$ cat src/rtl/core/joystick_delta_deadzone_scale_macros.svh
// Assertion macros for the joystick delta block.
// Included by the top level; no other dependencies.
`ifndef JOYSTICK_DELTA_DEADZONE_SCALE_MACROS_SVH
`define JOYSTICK_DELTA_DEADZONE_SCALE_MACROS_SVH
`ifndef SYNTHESIS
`define JDDS_ASSERT(lbl, clk, rst_n, prop, msg) \
    lbl: assert property (@(posedge clk) disable iff (!rst_n) (prop)) else $error(msg);
`define JDDS_ASSERT_NEXT(lbl, clk, rst_n, ante, cons, msg) \
    lbl: assert property (@(posedge clk) disable iff (!rst_n) (ante) |=> (cons)) \
        else $error(msg);
`else
`define JDDS_ASSERT(lbl, clk, rst_n, prop, msg)
`define JDDS_ASSERT_NEXT(lbl, clk, rst_n, ante, cons, msg)
`endif
`endif

$ cat src/rtl/core/jdds_pkg.sv
// Shared types and constants of the joystick delta block.
// No dependencies; used by jdds_axis and the top level.
package jdds_pkg;

    localparam int NUM_REGS  = 8;
    localparam int CFG_IDX_W = 3;
    localparam int POS_W     = 16;

    typedef enum logic [CFG_IDX_W-1:0] {
        REG_S0_MIN_X = 3'd0,
        REG_S0_MAX_X = 3'd1,
        REG_S0_MIN_Y = 3'd2,
        REG_S0_MAX_Y = 3'd3,
        REG_S1_MIN_X = 3'd4,
        REG_S1_MAX_X = 3'd5,
        REG_S1_MIN_Y = 3'd6,
        REG_S1_MAX_Y = 3'd7
    } cfg_reg_e;

    localparam logic [POS_W-1:0] MIN_RESET = 16'd0;
    localparam logic [POS_W-1:0] MAX_RESET = 16'd2048;

    // floor(n/3) == (n * RECIP3) >> RECIP3_SHIFT for every 16-bit n
    localparam logic [16:0]      RECIP3       = 17'h0AAAB;
    localparam int               RECIP3_SHIFT = 17;
    localparam logic [7:0]       DELTA_LIMIT  = 8'd127;

    // 0x8000 / span: 16 quotient bits, two per stage
    localparam int DIV_STAGES = 8;
    localparam int AXIS_LATENCY = 4 + DIV_STAGES + 2;

    typedef struct packed {
        logic             stick_select;
        logic [POS_W-1:0] raw_x;
        logic [POS_W-1:0] raw_y;
    } in_t;

    typedef struct packed {
        logic signed [7:0] delta_x;
        logic signed [7:0] delta_y;
    } out_t;

    typedef struct packed {
        logic [POS_W-1:0] pos;
        logic [POS_W-1:0] lo;
        logic [POS_W-1:0] hi;
    } axis_in_t;

endpackage

$ cat src/rtl/core/jdds_axis.sv
// One axis of the joystick delta pipeline: dead zone, scale divide, multiply, saturate.
// Depends on jdds_pkg. The pipeline advances only while en is high.
module jdds_axis #(
    parameter int SCALE_SHIFT = 8
) (
    input  logic               clk,
    input  logic               en,
    input  jdds_pkg::axis_in_t axis_in,
    output logic signed [7:0]  delta
);
    import jdds_pkg::*;

    // returns {quotient bit, remainder}
    function automatic logic [16:0] div_step(logic [15:0] rem, logic [15:0] span,
                                             logic nbit);
        logic [16:0] t;
        logic [16:0] diff;
        t    = {rem, nbit};
        diff = t - {1'b0, span};
        if (t >= {1'b0, span})
            return {1'b1, diff[15:0]};
        else
            return {1'b0, t[15:0]};
    endfunction

    // stage 1: range
    logic [15:0] pos1_reg, lo1_reg, hi1_reg, r1_reg;
    // stage 2: third of the range
    logic [15:0] pos2_reg, lo2_reg, hi2_reg, r2_reg, d2_reg;
    logic [32:0] d_prod;
    // stage 3: thresholds
    logic [15:0] pos3_reg, lo3_reg, hi3_reg, tmin3_reg, tmax3_reg;
    // stage 4: zone, distance, span
    logic [15:0] dist4_next, span4_next, dist4_reg, span4_reg;
    logic        neg4_next, neg4_reg;
    logic [15:0] pos_clamped;
    // divider stages
    logic [15:0] rem_reg [DIV_STAGES];
    logic [15:0] quo_reg [DIV_STAGES];
    logic [15:0] span_reg [DIV_STAGES];
    logic [15:0] dist_reg [DIV_STAGES];
    logic        neg_reg [DIV_STAGES];
    logic [15:0] rem_next [DIV_STAGES];
    logic [15:0] quo_next [DIV_STAGES];
    // multiply and saturate
    logic [15:0] scale;
    logic [31:0] prod;
    logic [15:0] prod_reg;
    logic        negm_reg;
    logic [15:0] shifted;
    logic [7:0]  mag;
    logic [7:0]  delta_next;
    logic signed [7:0] delta_reg;

    assign d_prod = r1_reg * RECIP3;

    always_comb
    begin
        dist4_next  = '0;
        span4_next  = '0;
        neg4_next   = 1'b0;
        pos_clamped = pos3_reg;
        if (pos3_reg < tmin3_reg)
        begin
            pos_clamped = (pos3_reg < lo3_reg) ? lo3_reg : pos3_reg;
            dist4_next  = tmin3_reg - pos_clamped;
            span4_next  = tmin3_reg - lo3_reg;
            neg4_next   = 1'b1;
        end
        else if (pos3_reg > tmax3_reg)
        begin
            pos_clamped = (pos3_reg > hi3_reg) ? hi3_reg : pos3_reg;
            dist4_next  = pos_clamped - tmax3_reg;
            span4_next  = hi3_reg - tmax3_reg;
        end
    end

    // two restoring steps per stage; the numerator 0x8000 feeds a one only on the first step
    always_comb
    begin
        logic [15:0] rem_in;
        logic [15:0] quo_in;
        logic [15:0] span_in;
        logic [16:0] st0;
        logic [16:0] st1;
        for (int s = 0; s < DIV_STAGES; s++)
        begin
            if (s == 0)
            begin
                rem_in  = '0;
                quo_in  = '0;
                span_in = span4_reg;
            end
            else
            begin
                rem_in  = rem_reg[s-1];
                quo_in  = quo_reg[s-1];
                span_in = span_reg[s-1];
            end
            st0 = div_step(rem_in, span_in, 1'(s == 0));
            st1 = div_step(st0[15:0], span_in, 1'b0);
            rem_next[s] = st1[15:0];
            quo_next[s] = {quo_in[13:0], st0[16], st1[16]};
        end
    end

    assign scale = (span_reg[DIV_STAGES-1] == '0) ? '0 : quo_reg[DIV_STAGES-1];
    assign prod  = dist_reg[DIV_STAGES-1] * scale;

    assign shifted    = prod_reg >> SCALE_SHIFT;
    assign mag        = (shifted > 16'(DELTA_LIMIT)) ? DELTA_LIMIT : shifted[7:0];
    assign delta_next = negm_reg ? (8'd0 - mag) : mag;

    always_ff @(posedge clk)
    begin
        if (en)
        begin
            pos1_reg  <= axis_in.pos;
            lo1_reg   <= axis_in.lo;
            hi1_reg   <= axis_in.hi;
            r1_reg    <= axis_in.hi - axis_in.lo;

            pos2_reg  <= pos1_reg;
            lo2_reg   <= lo1_reg;
            hi2_reg   <= hi1_reg;
            r2_reg    <= r1_reg;
            d2_reg    <= d_prod[RECIP3_SHIFT +: 16];

            pos3_reg  <= pos2_reg;
            lo3_reg   <= lo2_reg;
            hi3_reg   <= hi2_reg;
            tmin3_reg <= (r2_reg >> 1) - d2_reg + lo2_reg;
            tmax3_reg <= (r2_reg >> 1) + d2_reg + lo2_reg;

            dist4_reg <= dist4_next;
            span4_reg <= span4_next;
            neg4_reg  <= neg4_next;

            span_reg[0] <= span4_reg;
            dist_reg[0] <= dist4_reg;
            neg_reg[0]  <= neg4_reg;
            for (int s = 0; s < DIV_STAGES; s++)
            begin
                rem_reg[s]  <= rem_next[s];
                quo_reg[s]  <= quo_next[s];
            end
            for (int s = 1; s < DIV_STAGES; s++)
            begin
                span_reg[s] <= span_reg[s-1];
                dist_reg[s] <= dist_reg[s-1];
                neg_reg[s]  <= neg_reg[s-1];
            end

            prod_reg  <= prod[15:0];
            negm_reg  <= neg_reg[DIV_STAGES-1];

            delta_reg <= delta_next;
        end
    end

    assign delta = delta_reg;

endmodule

$ cat src/rtl/core/joystick_delta_deadzone_scale.sv
// Top level of the joystick delta block: calibration registers, valid pipeline, two axes.
// Depends on jdds_pkg, jdds_axis and joystick_delta_deadzone_scale_macros.svh.
//
// Usage:
//   Input beats (stick_select, raw_x, raw_y) enter on in_valid while in_stall is low.
//   Each beat yields one output beat (delta_x, delta_y) on out_valid/out_stall.
//   The pipeline has four stages for range, third, thresholds and zone,
//   eight stages of the 0x8000 / span divider (two quotient bits each), one
//   multiply stage and one saturate stage whose register drives out_data.
//   Throughput is one beat per cycle while the output is not stalled; the divider pipeline sets the depth.
//   When the receiver stalls a valid output, every stage holds and in_stall
//   rises in the same cycle; nothing is dropped or repeated.
//   Calibration registers are written through cfg_wr_en/cfg_index/cfg_data. The user
//   must write only while no beat is in flight; the block does not check. Reset empties
//   the pipeline and loads the calibration defaults (min 0, max 2048 on every axis).
`include "joystick_delta_deadzone_scale_macros.svh"
module joystick_delta_deadzone_scale #(
    parameter int SCALE_SHIFT = 8
) (
    input  logic                                clk,
    input  logic                                rst_n,
    input  logic                                in_valid,
    output logic                                in_stall,
    input  jdds_pkg::in_t                       in_data,
    output logic                                out_valid,
    input  logic                                out_stall,
    output jdds_pkg::out_t                      out_data,
    input  logic                                cfg_wr_en,
    input  logic [jdds_pkg::CFG_IDX_W-1:0]      cfg_index,
    input  logic [jdds_pkg::POS_W-1:0]          cfg_data
);
    import jdds_pkg::*;

    logic [POS_W-1:0]        cfg_reg [NUM_REGS];
    logic [AXIS_LATENCY-1:0] valid_reg;
    logic                    adv;
    axis_in_t                x_in, y_in;
    logic signed [7:0]       dx, dy;

    always_ff @(posedge clk or negedge rst_n)
    begin
        if (!rst_n)
        begin
            cfg_reg[REG_S0_MIN_X] <= MIN_RESET;
            cfg_reg[REG_S0_MAX_X] <= MAX_RESET;
            cfg_reg[REG_S0_MIN_Y] <= MIN_RESET;
            cfg_reg[REG_S0_MAX_Y] <= MAX_RESET;
            cfg_reg[REG_S1_MIN_X] <= MIN_RESET;
            cfg_reg[REG_S1_MAX_X] <= MAX_RESET;
            cfg_reg[REG_S1_MIN_Y] <= MIN_RESET;
            cfg_reg[REG_S1_MAX_Y] <= MAX_RESET;
        end
        else if (cfg_wr_en)
        begin
            cfg_reg[cfg_index] <= cfg_data;
        end
    end

    // whole pipeline advances unless the output beat is held
    assign adv      = !(valid_reg[AXIS_LATENCY-1] && out_stall);
    assign in_stall = !adv;

    always_ff @(posedge clk or negedge rst_n)
    begin
        if (!rst_n)
            valid_reg <= '0;
        else if (adv)
            valid_reg <= {valid_reg[AXIS_LATENCY-2:0], in_valid};
    end

    always_comb
    begin
        x_in.pos = in_data.raw_x;
        y_in.pos = in_data.raw_y;
        if (in_data.stick_select)
        begin
            x_in.lo = cfg_reg[REG_S1_MIN_X];
            x_in.hi = cfg_reg[REG_S1_MAX_X];
            y_in.lo = cfg_reg[REG_S1_MIN_Y];
            y_in.hi = cfg_reg[REG_S1_MAX_Y];
        end
        else
        begin
            x_in.lo = cfg_reg[REG_S0_MIN_X];
            x_in.hi = cfg_reg[REG_S0_MAX_X];
            y_in.lo = cfg_reg[REG_S0_MIN_Y];
            y_in.hi = cfg_reg[REG_S0_MAX_Y];
        end
    end

    jdds_axis #(
        .SCALE_SHIFT(SCALE_SHIFT)
    ) u_axis_x (
        .clk     (clk),
        .en      (adv),
        .axis_in (x_in),
        .delta   (dx)
    );

    jdds_axis #(
        .SCALE_SHIFT(SCALE_SHIFT)
    ) u_axis_y (
        .clk     (clk),
        .en      (adv),
        .axis_in (y_in),
        .delta   (dy)
    );

    assign out_valid        = valid_reg[AXIS_LATENCY-1];
    assign out_data.delta_x = dx;
    assign out_data.delta_y = dy;

    `JDDS_ASSERT(a_no_min_x, clk, rst_n, !out_valid || out_data.delta_x != 8'sh80, "delta_x -128")
    `JDDS_ASSERT(a_no_min_y, clk, rst_n, !out_valid || out_data.delta_y != 8'sh80, "delta_y -128")
    `JDDS_ASSERT_NEXT(a_enter, clk, rst_n, in_valid && !in_stall, valid_reg[0], "beat lost at entry")
    `JDDS_ASSERT_NEXT(a_freeze, clk, rst_n, in_stall, $stable(valid_reg), "pipeline moved during stall")

endmodule

$ cat config.mk
export PLATFORM = sky130hd
export DESIGN_NAME = joystick_delta_deadzone_scale
export DESIGN_NICKNAME = d
export VERILOG_FILES = /design/src/rtl/core/jdds_pkg.sv /design/src/rtl/core/jdds_axis.sv /design/src/rtl/core/joystick_delta_deadzone_scale.sv
export VERILOG_INCLUDE_DIRS = /design/src /design/src/rtl/core
export SDC_FILE = /design/constraint.sdc
export NUM_CORES = 2
export LEC_CHECK = 0
export ABC_CLOCK_PERIOD_IN_PS = 57900
export BUFFER_PORTS_ARGS = -buffer_cell sky130_fd_sc_hd__buf_4
export CORE_MARGIN = 8
export CORE_UTILIZATION = 35
export CTS_BUF_LIST = sky130_fd_sc_hd__clkbuf_16
export CTS_CLUSTER_SIZE = 24
export DETAILED_ROUTE_END_ITERATION = 7
export REMOVE_ABC_BUFFERS = 1
export SLEW_MARGIN = 20
export SYNTH_ARGS = -nofsm -noshare
export SYNTH_HDL_FRONTEND = slang
export SYNTH_SLANG_ARGS = --single-unit
$ cat constraint.sdc
create_clock -name clk -period 57.9 [get_ports clk]
set_input_delay 11.58 -clock clk [delete_from_list [all_inputs] [get_ports clk]]
set_output_delay 11.58 -clock clk [all_outputs]
set_load 0.01 [all_outputs]
==> results.yml <==
sta:
  grt_setup_unrepaired: "no"
  finalCritPeriodShare_pct: 41.45
  timing.setup.tns_ps: 0
  slew_viol_final: 0
  fmax_mhz: 41.66
  skew_ps: 111.1
  hold_viol: 0
  setup_viol: 0
  period_needed_ps: 24000
  relSlewSlack_pct: 30.03
  whs_ps: 384.1
  worstMarginPinSlew_ps: 1050
setup_path:
  ff2ff_setup_slack_ps: 50870
  path_class: "primary input to output pin"
  r2r_start: "u_axis_x.r1_reg[1]$_DFFE_PN_"
  cp-start-kind: "primary input"
  reg2reg_depth: 21
  endpoint: "in_stall"
  required_ps: 46320
  regToRegEndpoint: "u_axis_x.d2_reg[14]$_DFFE_PN_"
  critPathMaxFanout: 19
  crit_arrival_ps: 12420
  worstSetupStartpoint: "out_stall"
  crit_path_end_kind: "output pin"
cts:
  holdBufCountCts: 0
  clkLatencyLatePin_ps: 890
  cts.htree.levels: 4
  cts_sinks: 1580
  cts_buffer_depth: 4
  cts_resized: 0
  path_clk_slew_ps: 60
  postCtsSetupRepairBufs: 0
  cts_buffers: 179
  root_buffer: "clkbuf_16"
  cts_tree: "built"
logic_synthesis:
  synth_top_area_share_pct: 40.68
  netlist_area_um2: 106100
  synth_top_flop_cell: "edfxtp_1"
  synth_compound_area_share_pct: 10.04
  async_flop_share_pct: 8.987
  syn_inst: 9307
  synth_top_family_by_area: "adder cells"
  yosysSeqAreaShare_pct: 44.03
  synthXorXnorAreaFrac_pct: 5.078
  synth_adder_area_share_pct: 21.20
  synthMuxAreaShare_pct: 5.432
  avgSynthCellArea_um2: 11.40
  synth-edff-count: 1438
  ys_types: 94
  ys_top_cells_by_area: "edfxtp_1, ha_1, fa_1"
  yosysWarnings: 0
  synth-simple-area-share_pct: 8.962
  synth_seq_cells: 1580
  yosysTopAreaCell: "edfxtp_1"
global_routing:
  grt_max_degree: 173
  grt_pass1_vias: 71820
  grt.overflow.total: 0
  grt_pass1_wl_mm: 378.6
  antenna_found_initial: 1
  grt.total_usage_pct: 14.21
placement:
  io_buffers: 74
  place_hpwl_mm: 184.0
  gp_congestion: 0.8940
  dpl_cell_area_um2: 111500
detailed_routing:
  drt-initial-drc-count: 4082
  avgRoutedWirePerCell_um: 17.32
  drtAntennaViolNets: 0
  num_vias: 68340
  via_per_inst: 5.029
  wl_mm: 235.3
  dr.pass1.iters: 8
  drc_errors: 1
final_layout:
  fin_area_um2: 117800
  area_delta_synth_final_pct: 10.95
  layout-drive-gt1-share_pct: 9.647
  layout.nets: 11080
  regArea_um2: 46740
  multi_input_area_um2: 53910
  num-fill-cells: 28720
floorplanning:
  rows: 202
  core_area_um2: 302300
  die_w_um: 566.7
  dieHeight_um: 566.7
  io_pins: 75
  start_util_pct: 35.11
  die_area_um2: 321100
run:
  drv_cap: 0
worst_hold_path:
  hp-class: "flip-flop to flip-flop"
outcome:
  violations: "DRC"
  status: "complete, but fails checks"
-- kinds of logic (layout without fill, tap and decap cells) --
| group | after synthesis | count (layout) |
|---|---|---|
| simple gates | 1917 | 1917 |
| compound gates | 1655 | 1655 |
| flops | 1580 | 1580 |
| fa+ha+maj | 1554 | 1554 |
| buf+inv | 1471 | 1773 |
| xor+xnor | 612 | 612 |
| mux | 518 | 518 |
| other cells | 0 | 1 |
-- how the worst min path moves through the flow --
stage / startpoint / end / slack (ps) / depth (start not counted)
after floorplan: u_axis_x.dist4_reg[0]$_DFFE_PN_ / u_axis_x.dist_reg[0][0]$_DFFE_PN_ / 400 / 0
after global placement: u_axis_y.dist_reg[0][44]$_DFFE_PN_ / u_axis_y.dist_reg[0][60]$_DFFE_PN_ / 400 / 0
after detailed placement: u_axis_x.dist_reg[0][4]$_DFFE_PN_ / u_axis_x.dist_reg[0][20]$_DFFE_PN_ / 400 / 0
after CTS: u_axis_y.dist4_reg[13]$_DFFE_PN_ / u_axis_y.dist_reg[0][13]$_DFFE_PN_ / 370 / 0
after global routing: u_axis_y.dist_reg[0][14]$_DFFE_PN_ / u_axis_y.dist_reg[0][30]$_DFFE_PN_ / 380 / 0
final: u_axis_y.pos2_reg[3]$_DFFE_PN_ / u_axis_y.pos3_reg[3]$_DFFE_PN_ / 380 / 0
-- synth_stat cells, types with 13 or more instances --
cell and number:
mux2_2 432, o2111ai_1 17, or3_1 65, nand2b_1 80, a21boi_0 30, nor4_1 50
o21a_1 108, ha_1 1146, o211ai_1 24, and2_1 56, buf_2 16, nor3_1 147
o22ai_1 58, nor2_1 455, xnor2_1 408, fa_1 408, a211o_1 13, nor2b_1 96
o41ai_1 19, o21ai_0 348, edfxtp_1 1438, a31o_2 18, a211oi_1 58, a21o_1 221
nand2_1 409, clkbuf_1 118, o21bai_1 55, a31oi_1 43, mux2i_1 78, dfrtp_1 138
o31ai_1 32, and3_1 207, nand3_1 190, nand4_1 95, inv_1 1319, o31a_1 19
xor2_1 202, a21oi_1 464, or2_2 19
-- metal layers --
layer	part of all wire [%]	wire, µm	GRT usage, %
met5	0	0	0
met1	44	104000	17.76
met2	49	116100	25.49
met4	3.1	7376	4.501
met3	3.3	7842	1.771
-- layout make-up --
| cell class | instances | share of cell area (%) |
|---|---|---|
| multi-input cells | 6256 | 45.77 |
| flip-flops and latches | 1580 | 39.69 |
| well taps | 3978 | 4.226 |
| inverters | 1320 | 4.207 |
| clock buffers | 179 | 3.803 |
| clock inverters | 147 | 1.452 |
| repair buffers | 127 | 0.8499 |
| diodes | 1 | 0.002125 |
-- metrics by stage --
step | cells | worst slack [ps] | util (%)
after floorplan | 9156 | 1321 | -
after global placement | 13260 | 33840 | 36.90
after detailed placement | 13260 | 33810 | 36.90
after CTS | 13580 | 33810 | 38.94
after global routing | 13590 | 33830 | 38.96
final | 13590 | 33900 | 38.96
-- cell usage in the layout (no fill, tap or decap), types with 18 or more instances in the layout --
cell,synthesis,final
a211oi_1,58,58
a21boi_0,30,30
a21o_1,221,221
a21oi_1,464,461
a31o_2,18,18
a31oi_1,43,43
and2_1,56,56
and3_1,207,207
buf_4,1,120
bufinv_16,0,28
clkbuf_16,0,179
clkinv_1,1,26
clkinv_2,0,28
dfrtp_1,138,138
edfxtp_1,1438,1438
fa_1,408,408
ha_1,1146,1146
inv_1,1319,1339
mux2_2,432,432
mux2i_1,78,78
nand2_1,409,408
nand2b_1,80,80
nand3_1,190,190
nand4_1,95,95
nor2_1,455,455
nor2b_1,96,96
nor3_1,147,145
nor4_1,50,50
o211ai_1,24,24
o21a_1,108,108
o21ai_0,348,348
o21bai_1,55,55
o22ai_1,58,58
o31a_1,19,19
o31ai_1,32,32
o41ai_1,19,19
or2_2,19,19
or3_1,65,65
xnor2_1,408,408
xor2_1,202,202
-- worst max-delay path: stages --
cell	delay [ps]
buf_4	120
nand2_4	270
inv_1	200
buf_4	190
Power is not shown: default switching activity piles up to over one toggle a cycle in this logic, so the estimate is an artifact.
